--- src/sv/dsm_pkg.sv ---
// Shared types and constants for the automaton string matcher.
package dsm_pkg;

   localparam int MAX_PATTERN_DEF   = 16;
   localparam int ALPHABET_SIZE_DEF = 26;
   localparam int BYTE_W            = 8;
   localparam int POS_W             = 32;
   localparam int SHIFT_W           = 33;

   localparam logic [BYTE_W-1:0] FIRST_LETTER = 8'h61;

   typedef enum logic [1:0] {
      ACT_CLEAR  = 2'd0,
      ACT_APPEND = 2'd1,
      ACT_BUILD  = 2'd2,
      ACT_TEXT   = 2'd3
   } dsm_action_type;

   typedef enum logic [2:0] {
      ST_IDLE,
      ST_TEXT,
      ST_FETCH,
      ST_LATCH,
      ST_READ,
      ST_WRITE,
      ST_FREAD,
      ST_FCMP
   } dsm_state_type;

   typedef struct packed {
      logic load;
      logic clear_pos;
   } dsm_res_cmd_type;

endpackage

--- src/sv/dsm_ram.sv ---
// Generic single-write, single-read RAM with registered read data.
module dsm_ram #(
   parameter int WIDTH = 8,
   parameter int DEPTH = 16
) (
   input  logic                                    clock,
   input  logic                                    we,
   input  logic [((DEPTH > 1) ? $clog2(DEPTH) : 1)-1:0] waddr,
   input  logic [WIDTH-1:0]                        wdata,
   input  logic                                    re,
   input  logic [((DEPTH > 1) ? $clog2(DEPTH) : 1)-1:0] raddr,
   output logic [WIDTH-1:0]                        rdata
);

   logic [WIDTH-1:0] mem [DEPTH];
   logic [WIDTH-1:0] rdata_ff;

   always_ff @(posedge clock) begin
      if (we) begin
         mem[waddr] <= wdata;
      end
      if (re) begin
         rdata_ff <= mem[raddr];
      end
   end

   assign rdata = rdata_ff;

endmodule

--- src/sv/dsm_ctrl.sv ---
// Sequencer: pattern loading, table build over the shared table port, text stepping.
module dsm_ctrl
   import dsm_pkg::*;
#(
   parameter int MAX_PATTERN   = MAX_PATTERN_DEF,
   parameter int ALPHABET_SIZE = ALPHABET_SIZE_DEF
) (
   input  logic                  clock,
   input  logic                  reset,
   input  logic                  req_valid,
   output logic                  req_ready,
   input  logic [1:0]            req_action,
   input  logic [BYTE_W-1:0]     req_byte_value,
   input  logic                  res_free,
   output dsm_res_cmd_type       res_cmd,
   output logic [$clog2(MAX_PATTERN+1)-1:0] res_state,
   output logic [$clog2(MAX_PATTERN+1)-1:0] res_length,
   output logic                  pat_we,
   output logic [((MAX_PATTERN > 1) ? $clog2(MAX_PATTERN) : 1)-1:0] pat_waddr,
   output logic [BYTE_W-1:0]     pat_wdata,
   output logic                  pat_re,
   output logic [((MAX_PATTERN > 1) ? $clog2(MAX_PATTERN) : 1)-1:0] pat_raddr,
   input  logic [BYTE_W-1:0]     pat_rdata,
   output logic                  tbl_we,
   output logic [$clog2((MAX_PATTERN+1)*ALPHABET_SIZE)-1:0] tbl_waddr,
   output logic [$clog2(MAX_PATTERN+1)-1:0] tbl_wdata,
   output logic                  tbl_re,
   output logic [$clog2((MAX_PATTERN+1)*ALPHABET_SIZE)-1:0] tbl_raddr,
   input  logic [$clog2(MAX_PATTERN+1)-1:0] tbl_rdata,
   output logic                  fail_we,
   output logic [$clog2(MAX_PATTERN+1)-1:0] fail_waddr,
   output logic [$clog2(MAX_PATTERN+1)-1:0] fail_wdata,
   output logic                  fail_re,
   output logic [$clog2(MAX_PATTERN+1)-1:0] fail_raddr,
   input  logic [$clog2(MAX_PATTERN+1)-1:0] fail_rdata
);

   localparam int Rows    = MAX_PATTERN + 1;
   localparam int StateW  = $clog2(Rows);
   localparam int PatAw   = (MAX_PATTERN > 1) ? $clog2(MAX_PATTERN) : 1;
   localparam int TblAw   = $clog2(Rows * ALPHABET_SIZE);
   localparam int LetterW = (ALPHABET_SIZE > 1) ? $clog2(ALPHABET_SIZE) : 1;

   localparam logic [StateW-1:0]  MaxLen     = StateW'(MAX_PATTERN);
   localparam logic [LetterW-1:0] LastLetter = LetterW'(ALPHABET_SIZE - 1);

   function automatic logic [TblAw-1:0] tbl_addr(input logic [StateW-1:0] s,
                                                 input logic [LetterW-1:0] l);
      tbl_addr = TblAw'(s) * TblAw'(ALPHABET_SIZE) + TblAw'(l);
   endfunction

   dsm_state_type      st_ff, st_in;
   logic [StateW-1:0]  len_ff, len_in;
   logic [StateW-1:0]  cur_ff, cur_in;
   logic [StateW-1:0]  q_ff, q_in;
   logic [StateW-1:0]  x_ff, x_in;
   logic [StateW-1:0]  k_ff, k_in;
   logic [LetterW-1:0] j_ff, j_in;
   logic [BYTE_W-1:0]  pbyte_ff, pbyte_in;
   logic               hit_ff, hit_in;
   logic [Rows-1:0]    row_valid_ff, row_valid_in;

   dsm_action_type     act;
   logic               acc;
   logic [BYTE_W-1:0]  text_idx;
   logic               letter_ok;
   logic [LetterW-1:0] text_letter;
   logic [BYTE_W-1:0]  letter_byte;
   logic               extend;
   logic [StateW-1:0]  cell_value;
   logic               row_last;
   logic               fail_hit;
   logic [StateW-1:0]  next_text_state;

   assign act         = dsm_action_type'(req_action);
   assign acc         = req_valid && req_ready;
   assign text_idx    = req_byte_value - FIRST_LETTER;
   assign letter_ok   = {1'b0, text_idx} < 9'(ALPHABET_SIZE);
   assign text_letter = letter_ok ? LetterW'(text_idx) : '0;

   // build step: extend on the pattern byte, otherwise copy from the border state's row
   assign letter_byte = FIRST_LETTER + BYTE_W'(j_ff);
   assign extend      = (q_ff < len_ff) && (pbyte_ff == letter_byte);
   assign cell_value  = extend ? (q_ff + 1'b1) : ((q_ff == '0) ? '0 : tbl_rdata);
   assign row_last    = (j_ff == LastLetter);
   assign fail_hit    = (pat_rdata == pbyte_ff);

   assign next_text_state = hit_ff ? tbl_rdata : '0;

   // next state
   always_comb begin
      st_in = st_ff;
      unique case (st_ff)
         ST_IDLE: begin
            if (acc) begin
               if (act == ACT_BUILD) begin
                  st_in = ST_FETCH;
               end else if (act == ACT_TEXT) begin
                  st_in = ST_TEXT;
               end
            end
         end
         ST_TEXT: begin
            if (res_free) begin
               st_in = ST_IDLE;
            end
         end
         ST_FETCH: st_in = ST_LATCH;
         ST_LATCH: st_in = ST_READ;
         ST_READ:  st_in = ST_WRITE;
         ST_WRITE: begin
            if (!row_last) begin
               st_in = ST_READ;
            end else if (q_ff == len_ff) begin
               st_in = ST_IDLE;
            end else if (q_ff == '0) begin
               st_in = ST_FETCH;
            end else begin
               st_in = ST_FREAD;
            end
         end
         ST_FREAD: st_in = ST_FCMP;
         ST_FCMP: begin
            if (fail_hit || k_ff == '0) begin
               st_in = ST_FETCH;
            end else begin
               st_in = ST_FREAD;
            end
         end
         default: st_in = ST_IDLE;
      endcase
   end

   // outputs and memory controls
   always_comb begin
      req_ready  = (st_ff == ST_IDLE);
      res_cmd    = '0;
      res_state  = next_text_state;
      res_length = len_ff;
      pat_we     = 1'b0;
      pat_waddr  = len_ff[PatAw-1:0];
      pat_wdata  = req_byte_value;
      pat_re     = 1'b0;
      pat_raddr  = k_ff[PatAw-1:0];
      tbl_we     = 1'b0;
      tbl_waddr  = tbl_addr(q_ff, j_ff);
      tbl_wdata  = cell_value;
      tbl_re     = 1'b0;
      tbl_raddr  = tbl_addr(x_ff, j_ff);
      fail_we    = 1'b0;
      fail_waddr = q_ff + 1'b1;
      fail_wdata = fail_hit ? (k_ff + 1'b1) : '0;
      fail_re    = 1'b0;
      fail_raddr = k_ff;
      unique case (st_ff)
         ST_IDLE: begin
            if (acc) begin
               unique case (act)
                  ACT_APPEND: pat_we = (len_ff < MaxLen);
                  ACT_BUILD:  res_cmd.clear_pos = 1'b1;
                  ACT_TEXT: begin
                     tbl_re    = 1'b1;
                     tbl_raddr = tbl_addr(cur_ff, text_letter);
                  end
                  ACT_CLEAR: ;
                  default: ;
               endcase
            end
         end
         ST_TEXT: res_cmd.load = res_free;
         ST_FETCH: begin
            pat_re    = 1'b1;
            pat_raddr = (q_ff < MaxLen) ? q_ff[PatAw-1:0] : '0;
         end
         ST_READ: tbl_re = 1'b1;
         ST_WRITE: begin
            tbl_we = 1'b1;
            if (row_last && q_ff == '0 && q_ff != len_ff) begin
               fail_we    = 1'b1;
               fail_wdata = '0;
            end
         end
         ST_FREAD: begin
            pat_re  = 1'b1;
            fail_re = 1'b1;
         end
         ST_FCMP: fail_we = fail_hit || (k_ff == '0);
         ST_LATCH: ;
         default: ;
      endcase
   end

   // datapath next values
   always_comb begin
      len_in       = len_ff;
      cur_in       = cur_ff;
      q_in         = q_ff;
      x_in         = x_ff;
      k_in         = k_ff;
      j_in         = j_ff;
      pbyte_in     = pbyte_ff;
      hit_in       = hit_ff;
      row_valid_in = row_valid_ff;
      unique case (st_ff)
         ST_IDLE: begin
            if (acc) begin
               unique case (act)
                  ACT_CLEAR: len_in = '0;
                  ACT_APPEND: begin
                     if (len_ff < MaxLen) begin
                        len_in = len_ff + 1'b1;
                     end
                  end
                  ACT_BUILD: begin
                     row_valid_in = '0;
                     cur_in       = '0;
                     q_in         = '0;
                     x_in         = '0;
                  end
                  ACT_TEXT: hit_in = letter_ok && row_valid_ff[cur_ff];
                  default: ;
               endcase
            end
         end
         ST_TEXT: begin
            if (res_free) begin
               cur_in = next_text_state;
            end
         end
         ST_LATCH: begin
            pbyte_in = pat_rdata;
            j_in     = '0;
         end
         ST_WRITE: begin
            if (!row_last) begin
               j_in = j_ff + 1'b1;
            end else begin
               row_valid_in[q_ff] = 1'b1;
               if (q_ff != len_ff) begin
                  if (q_ff == '0) begin
                     q_in = q_ff + 1'b1;
                     x_in = '0;
                  end else begin
                     k_in = x_ff;
                  end
               end
            end
         end
         ST_FCMP: begin
            // border chain walk for the next row's copy source
            if (fail_hit) begin
               x_in = k_ff + 1'b1;
               q_in = q_ff + 1'b1;
            end else if (k_ff == '0) begin
               x_in = '0;
               q_in = q_ff + 1'b1;
            end else begin
               k_in = fail_rdata;
            end
         end
         ST_FETCH, ST_READ, ST_FREAD: ;
         default: ;
      endcase
   end

   always_ff @(posedge clock) begin
      if (reset) begin
         st_ff        <= ST_IDLE;
         len_ff       <= '0;
         cur_ff       <= '0;
         row_valid_ff <= '0;
      end else begin
         st_ff        <= st_in;
         len_ff       <= len_in;
         cur_ff       <= cur_in;
         row_valid_ff <= row_valid_in;
      end
   end

   always_ff @(posedge clock) begin
      q_ff     <= q_in;
      x_ff     <= x_in;
      k_ff     <= k_in;
      j_ff     <= j_in;
      pbyte_ff <= pbyte_in;
      hit_ff   <= hit_in;
   end

endmodule

--- src/sv/dsm_result.sv ---
// Text position counter, shift arithmetic and the result output register.
module dsm_result
   import dsm_pkg::*;
#(
   parameter int MAX_PATTERN = MAX_PATTERN_DEF
) (
   input  logic                  clock,
   input  logic                  reset,
   input  dsm_res_cmd_type       cmd,
   input  logic [$clog2(MAX_PATTERN+1)-1:0] next_state,
   input  logic [$clog2(MAX_PATTERN+1)-1:0] pattern_length,
   output logic                  free,
   output logic                  rsp_valid,
   input  logic                  rsp_ready,
   output logic                  rsp_match_found,
   output logic signed [SHIFT_W-1:0] rsp_match_shift,
   output logic [$clog2(MAX_PATTERN+1)-1:0] rsp_automaton_state
);

   localparam int StateW = $clog2(MAX_PATTERN + 1);
   localparam int DiffW  = POS_W + 2;

   localparam logic [POS_W-1:0]          PosMax   = '1;
   localparam logic signed [DiffW-1:0]   DiffMax  = DiffW'(PosMax);
   localparam logic signed [DiffW-1:0]   DiffLow  = -DiffW'(1);

   logic [POS_W-1:0]          pos_ff, pos_in;
   logic                      valid_ff, valid_in;
   logic                      found_ff, found_in;
   logic signed [SHIFT_W-1:0] shift_ff, shift_in;
   logic [StateW-1:0]         state_ff;

   logic                      found;
   logic signed [DiffW-1:0]   diff;

   assign found = (next_state == pattern_length);
   assign diff  = DiffW'(pos_ff) + DiffW'(1) - DiffW'(pattern_length);
   assign free  = !valid_ff || rsp_ready;

   always_comb begin
      pos_in   = pos_ff;
      valid_in = valid_ff;
      found_in = found_ff;
      shift_in = shift_ff;
      if (cmd.clear_pos) begin
         pos_in = '0;
      end
      if (valid_ff && rsp_ready) begin
         valid_in = 1'b0;
      end
      if (cmd.load) begin
         valid_in = 1'b1;
         found_in = found;
         if (pos_ff != PosMax) begin
            pos_in = pos_ff + 1'b1;
         end
         // clamp to the -1 .. max position window
         priority if (!found) begin
            shift_in = '0;
         end else if (diff > DiffMax) begin
            shift_in = SHIFT_W'(DiffMax);
         end else if (diff < DiffLow) begin
            shift_in = '1;
         end else begin
            shift_in = diff[SHIFT_W-1:0];
         end
      end
   end

   always_ff @(posedge clock) begin
      if (reset) begin
         pos_ff   <= '0;
         valid_ff <= 1'b0;
      end else begin
         pos_ff   <= pos_in;
         valid_ff <= valid_in;
      end
   end

   always_ff @(posedge clock) begin
      found_ff <= found_in;
      shift_ff <= shift_in;
      if (cmd.load) begin
         state_ff <= next_state;
      end
   end

   assign rsp_valid           = valid_ff;
   assign rsp_match_found     = found_ff;
   assign rsp_match_shift     = shift_ff;
   assign rsp_automaton_state = state_ff;

endmodule

--- src/sv/dfa_string_matcher.sv ---
// Top level of the finite automaton string matcher.
// Input beats (req_valid/req_ready) carry req_action and req_byte_value:
//   clear pattern, append pattern byte, build transition table, text byte.
// Only text bytes give a result beat on rsp_valid/rsp_ready: match flag,
// signed match shift (position - length + 1, clamped) and the new state.
// Clear and append complete without leaving idle. A text byte makes one table
// RAM read from the current state, then the result is loaded into the
// output register once it is free. A build sweeps the table one entry at
// a time, a read then a write of the table RAM, rows 0..length, with a
// fetch and latch of the pattern byte per row and a border walk between
// rows, each step a read of the border and pattern RAMs and a compare.
// req_ready is low while a build or a text lookup is in progress.
// A pending result does not block input; the next text byte waits only
// until the output register is free. While the receiver stalls, rsp_*
// hold their values.
// Reset empties the pattern, zeroes the state and text position and marks
// every table row invalid; invalid rows read as state 0, so no clearing
// pass is needed. A build also invalidates the rows before refilling.
module dfa_string_matcher
   import dsm_pkg::*;
#(
   parameter int MAX_PATTERN   = MAX_PATTERN_DEF,
   parameter int ALPHABET_SIZE = ALPHABET_SIZE_DEF
) (
   input  logic                      clock,
   input  logic                      reset,
   input  logic                      req_valid,
   output logic                      req_ready,
   input  logic [1:0]                req_action,
   input  logic [BYTE_W-1:0]         req_byte_value,
   output logic                      rsp_valid,
   input  logic                      rsp_ready,
   output logic                      rsp_match_found,
   output logic signed [SHIFT_W-1:0] rsp_match_shift,
   output logic [$clog2(MAX_PATTERN+1)-1:0] rsp_automaton_state
);

   localparam int Rows    = MAX_PATTERN + 1;
   localparam int StateW  = $clog2(Rows);
   localparam int PatAw   = (MAX_PATTERN > 1) ? $clog2(MAX_PATTERN) : 1;
   localparam int TblAw   = $clog2(Rows * ALPHABET_SIZE);

   dsm_res_cmd_type    res_cmd;
   logic               res_free;
   logic [StateW-1:0]  res_state;
   logic [StateW-1:0]  res_length;

   logic               pat_we, pat_re;
   logic [PatAw-1:0]   pat_waddr, pat_raddr;
   logic [BYTE_W-1:0]  pat_wdata, pat_rdata;

   logic               tbl_we, tbl_re;
   logic [TblAw-1:0]   tbl_waddr, tbl_raddr;
   logic [StateW-1:0]  tbl_wdata, tbl_rdata;

   logic               fail_we, fail_re;
   logic [StateW-1:0]  fail_waddr, fail_raddr;
   logic [StateW-1:0]  fail_wdata, fail_rdata;

   dsm_ram #(
      .WIDTH (BYTE_W),
      .DEPTH (MAX_PATTERN)
   ) u_pattern_ram (
      .clock (clock),
      .we    (pat_we),
      .waddr (pat_waddr),
      .wdata (pat_wdata),
      .re    (pat_re),
      .raddr (pat_raddr),
      .rdata (pat_rdata)
   );

   dsm_ram #(
      .WIDTH (StateW),
      .DEPTH (Rows * ALPHABET_SIZE)
   ) u_table_ram (
      .clock (clock),
      .we    (tbl_we),
      .waddr (tbl_waddr),
      .wdata (tbl_wdata),
      .re    (tbl_re),
      .raddr (tbl_raddr),
      .rdata (tbl_rdata)
   );

   // border (failure) lengths of each pattern prefix
   dsm_ram #(
      .WIDTH (StateW),
      .DEPTH (Rows)
   ) u_border_ram (
      .clock (clock),
      .we    (fail_we),
      .waddr (fail_waddr),
      .wdata (fail_wdata),
      .re    (fail_re),
      .raddr (fail_raddr),
      .rdata (fail_rdata)
   );

   dsm_ctrl #(
      .MAX_PATTERN   (MAX_PATTERN),
      .ALPHABET_SIZE (ALPHABET_SIZE)
   ) u_ctrl (
      .clock          (clock),
      .reset          (reset),
      .req_valid      (req_valid),
      .req_ready      (req_ready),
      .req_action     (req_action),
      .req_byte_value (req_byte_value),
      .res_free       (res_free),
      .res_cmd        (res_cmd),
      .res_state      (res_state),
      .res_length     (res_length),
      .pat_we         (pat_we),
      .pat_waddr      (pat_waddr),
      .pat_wdata      (pat_wdata),
      .pat_re         (pat_re),
      .pat_raddr      (pat_raddr),
      .pat_rdata      (pat_rdata),
      .tbl_we         (tbl_we),
      .tbl_waddr      (tbl_waddr),
      .tbl_wdata      (tbl_wdata),
      .tbl_re         (tbl_re),
      .tbl_raddr      (tbl_raddr),
      .tbl_rdata      (tbl_rdata),
      .fail_we        (fail_we),
      .fail_waddr     (fail_waddr),
      .fail_wdata     (fail_wdata),
      .fail_re        (fail_re),
      .fail_raddr     (fail_raddr),
      .fail_rdata     (fail_rdata)
   );

   dsm_result #(
      .MAX_PATTERN (MAX_PATTERN)
   ) u_result (
      .clock               (clock),
      .reset               (reset),
      .cmd                 (res_cmd),
      .next_state          (res_state),
      .pattern_length      (res_length),
      .free                (res_free),
      .rsp_valid           (rsp_valid),
      .rsp_ready           (rsp_ready),
      .rsp_match_found     (rsp_match_found),
      .rsp_match_shift     (rsp_match_shift),
      .rsp_automaton_state (rsp_automaton_state)
   );

endmodule
--- config.mk ---
export PLATFORM = sky130hd
export DESIGN_NAME = dfa_string_matcher
export DESIGN_NICKNAME = d
export VERILOG_FILES = /design/src/sv/dsm_pkg.sv /design/src/sv/dsm_ram.sv /design/src/sv/dsm_ctrl.sv /design/src/sv/dsm_result.sv /design/src/sv/dfa_string_matcher.sv
export SDC_FILE = /design/constraint.sdc
export NUM_CORES = 2
export LEC_CHECK = 0
export BUFFER_PORTS_ARGS = -buffer_cell sky130_fd_sc_hd__buf_2
export CORE_UTILIZATION = 30
export CTS_BUF_LIST = sky130_fd_sc_hd__clkbuf_8
export DETAILED_ROUTE_END_ITERATION = 12
export GPL_TIMING_DRIVEN = 1
export HOLD_SLACK_MARGIN = 0.15
export PLACE_DENSITY_LB_ADDON = 0.25
export SYNTH_ARGS = -nofsm -noshare
export SYNTH_HDL_FRONTEND = slang
export SYNTH_HIERARCHICAL = 1
export SYNTH_SLANG_ARGS = --single-unit
--- constraint.sdc ---
create_clock -name clock -period 22.7 [get_ports clock]
set_input_delay 4.54 -clock clock [delete_from_list [all_inputs] [get_ports clock]]
set_output_delay 4.54 -clock clock [all_outputs]
set_load 0.005 [all_outputs]
==> run_results.csv <==
group,metric,value,unit
global_route,grt_antenna_before_repair,16,
drt,avgViaCountPerCell,5.12,
logic_synthesis,flip_flop_and_latch_count_after_synthesis,2572,
logic_synthesis,seq_area_frac_synth,0.728,
timing,unrepaired_setup_endpoints_after_global_routing,"no",
drt,detailroute.via_count,55858,
cells_and_area,design_area,0.118,sq mm
clock_network,cts_repair_resize_count,0,
setup_path,crit_path_start_kind,"input pin",
place,detailed_place_hpwl,176,mm
drt,route.detailed.wl_per_inst,27.0,microns
setup_path,cpPeakStageDelay,0.75,ns
setup_path,critical_path_peak_fanout,88,
clock_network,clock_sink_count,2572,
global_route,globalRouteOverflowTotal,0,
logic_synthesis,synth_fp_nets,5801,
logic_synthesis,post_synth_inst_count,5705,
drt,drt_first_iter_violations,5744,
floorplan,num_rows,217,
floorplan,die_area,0.353,sq mm
timing,timing.clock.skew,0.103,ns
place,placement.io_buffers,54,
clock_network,max-clock-path-buffers,4,
timing,report.final.setup_viol,0,
cells_and_area,most_common_library_cell_in_the_layout_ignoring_fill_and_taps,"sky130_fd_sc_hd__edfxtp_1",
timing,final.min_clock_period,11.66,ns
timing,max_clock_freq,85.8,MHz
clock_network,cts_h_tree_depth,5,
clock_network,cts_tree,"done",
cells_and_area,layout_common_cells,"2,509 x sky130_fd_sc_hd__edfxtp_1, 604 x sky130_fd_sc_hd__nor2_1, 564 x sky130_fd_sc_hd__mux4_2",
drt,drt_pass1_iterations,6,
floorplan,top_level_ports,55,
logic_synthesis,synth_cell_types,96,
cells_and_area,areaGrowthSynthToFinish,12.6,%
setup_path,worst_ep_required,23.50,ns
floorplan,fp.dieW,594,microns
logic_synthesis,synth-edff-count,2509,
cells_and_area,final_cell_count_no_fill,10903,
cells_and_area,share_of_layout_cells_above_drive_strength_1,0.215,
logic_synthesis,synth.yosys.warnings,6,
setup_path,cp-end-kind,"register",
place,pre_cts_ws,9.81,ns
place,placed_cell_area,0.111,sq mm
clock_network,cts_hold_buf,0,
timing,slew_headroom,0.0566,
global_route,grt_start_max_net_pins,255,
floorplan,die_height,594,microns
cells_and_area,nets,6058,
clock_network,cts_buffers,430,
run_status,outcome,"finished, final reports clean",
floorplan,initial_utilization,0.301,
timing,tightestPinTransition,1.42,ns
logic_synthesis,synthesis.area,0.105,sq mm
logic_synthesis,postSynth.topFlopCell,"sky130_fd_sc_hd__edfxtp_1",
logic_synthesis,synth.area.top_cells,"sky130_fd_sc_hd__edfxtp_1 72%, sky130_fd_sc_hd__mux4_2 12%, sky130_fd_sc_hd__nor2_1 2.2%",
logic_synthesis,async_flop_share,0,
timing,finalCritPeriodShare,0.514,
power_and_ir_drop,cellPowerDensity,82.6,mW/mm^2
global_route,grt_first_pass_wirelength,421,mm
cells_and_area,postLayoutCoreUtil,0.339,
clock_network,clk_pin_slew_worst_paths,0.06,ns
setup_path,worst_ep_arrival_time,12.45,ns
drt,detail-route-antenna-nets,0,
floorplan,core-area,0.349,sq mm
setup_path,worst-path-buf-inv,6,
global_route,first_global_vias,57016,
timing,timing.final.ws_setup,11.04,ns
setup_path,crit_path_frequent_cell,"sky130_fd_sc_hd__buf_4",
min_path,worst_hold_path_type,"register to register",
setup_path,cp_top_family,"buffers and inverters",
power_and_ir_drop,leakagePower,36.9,nW
timing,report.final.slew_viol_count,0,
logic_synthesis,synth.largest_area_cell,"sky130_fd_sc_hd__edfxtp_1",
setup_path,path_class,"input pin to register",
logic_synthesis,post_synth.cell_area_avg,18.4,sq um
clock_network,post-cts-setup-buffers,0,
global_route,grt_usage,0.163,
drt,postRouteWirelength,294,mm
place,place_inst,10129,
job,max_cap_viol_count,0,
timing,hold_viol_final,0,
setup_path,cp_cell_sequence,"buf_2, inv_1, ha_1, nand2_1, o2bb2ai_1, a221o_1, a221oi_1, nand4_1, o21ai_4, buf_4, buf_4, buf_12, buf_4, mux4_2, a211oi_1, a21oi_1, o22ai_1, nor4_1, or4b_1",
setup_path,worst_path_max_delay_cell,"sky130_fd_sc_hd__buf_4",
power_and_ir_drop,max-vdd-ir-drop,0.0474,mV
timing,setup_total_negative_slack,0,ns
logic_synthesis,synthDominantCellAreaShare,0.716,
place,place.gp.congestion,0.799,
clock_network,clock_tree.root_cell,"sky130_fd_sc_hd__clkbuf_8",
clock_network,clock_latency,1.08,ns
drt,drc_errors,0,
## sequential cells by signal (all words and copies together), names as in the netlist, 8 cells and up
| name | flops |
|---|---|
| u_table_ram/mem | 2210 |
| u_pattern_ram/mem | 128 |
| u_border_ram/mem | 85 |
| u_result/rsp_match_shift | 33 |
| u_result/pos_ff | 32 |
| u_ctrl/row_valid_ff | 17 |
| u_ctrl/pbyte_ff | 8 |
| u_pattern_ram/rdata | 8 |
## cells in the mapped netlist, types with 14 or more instances
master                      instances
sky130_fd_sc_hd__a211oi_1          29
sky130_fd_sc_hd__mux2_2            21
sky130_fd_sc_hd__xnor2_1           82
sky130_fd_sc_hd__buf_2             56
sky130_fd_sc_hd__nor2_1           607
sky130_fd_sc_hd__a31oi_1           20
sky130_fd_sc_hd__o21ai_0           48
sky130_fd_sc_hd__a21o_1            16
sky130_fd_sc_hd__buf_6             42
sky130_fd_sc_hd__a221oi_1          14
sky130_fd_sc_hd__mux4_1            20
sky130_fd_sc_hd__nand2b_1          29
sky130_fd_sc_hd__dfxtp_1           63
sky130_fd_sc_hd__nand2_1          195
sky130_fd_sc_hd__a22oi_1          104
sky130_fd_sc_hd__nand4_1           39
sky130_fd_sc_hd__a2111oi_0         15
sky130_fd_sc_hd__mux2i_1          139
sky130_fd_sc_hd__a22o_1            14
sky130_fd_sc_hd__and2_1            25
sky130_fd_sc_hd__or3_1             17
sky130_fd_sc_hd__edfxtp_1        2509
sky130_fd_sc_hd__mux4_2           564
sky130_fd_sc_hd__nor2b_1           38
sky130_fd_sc_hd__xor2_1            30
sky130_fd_sc_hd__ha_1              72
sky130_fd_sc_hd__nor4_1            17
sky130_fd_sc_hd__a21oi_1          142
sky130_fd_sc_hd__nor3_1            38
sky130_fd_sc_hd__clkbuf_1         173
sky130_fd_sc_hd__o221ai_1          38
sky130_fd_sc_hd__nand3_1           87
sky130_fd_sc_hd__buf_4             50
sky130_fd_sc_hd__inv_1             80
sky130_fd_sc_hd__o22ai_1           28
sky130_fd_sc_hd__buf_1             20
sky130_fd_sc_hd__nand3b_1          15
## power by group
| group | switching (mW) | internal (mW) | leakage, nW |
|---|---|---|---|
| clock network | 1.91 | 1.90 | 4.54 |
| registers | 0.00749 | 5.25 | 23.0 |
| logic | 0.532 | 0.190 | 9.45 |
## tightest hold or removal path, delay by kind of cell, from the launching register on
family	cells	cell delay [ns]
flip-flops	1	0.32
AND/OR/NAND/NOR	1	0.07
AO/OA/AOI/OAI	1	0.04
## final timing paths
| kind | from | end | slack, ns | cells after the start |
|---|---|---|---|---|
| setup / recovery | req_byte_value[0] | u_table_ram/rdata[3] | 11.04 | 19 |
| hold / removal | u_ctrl/row_valid_ff[6] | u_ctrl/row_valid_ff[6] | 0.47 | 2 |
| setup reg to reg | u_ctrl/st_ff[2] | u_table_ram/rdata[3] | 14.81 | 15 |
| hold reg to reg | u_ctrl/row_valid_ff[6] | u_ctrl/row_valid_ff[6] | 0.47 | 2 |
## cells by family after synthesis
logic type	share of synthesized area
fa+ha+maj	0.0105
xor+xnor	0.00932
simple gates	0.0517
flops	0.728
buf+inv	0.0216
compound gates	0.0375
mux	0.141
## metrics by stage
step / hold WS (ns) / power [mW]
after floorplan: 0.429 / 5.80
after global placement: 0.443 / 6.07
after detailed placement: 0.453 / 6.08
after CTS: 0.468 / 9.90
after global routing: 0.500 / 10.1
final: 0.469 / 9.79
## metal layers
layer | share of wire | global-route usage | wire length, microns
met3 | 0.069 | 0.0303 | 20200
met1 | 0.43 | 0.224 | 127000
met2 | 0.47 | 0.263 | 140000
met5 | 0.000044 | 0 | 13
met4 | 0.026 | 0.0480 | 7520
## final cells by class
type | count | area [sq um]
fill | 33137 | 231000
sequential | 2572 | 76600
multi-input combinational | 2701 | 26700
clock buffer | 437 | 6010
tap | 4599 | 5750
clock inverter | 334 | 1830
timing repair buffer | 175 | 1270
inverter | 82 | 313
antenna | 3 | 7.51
Note: power is estimated with default switching activity, not from simulation.
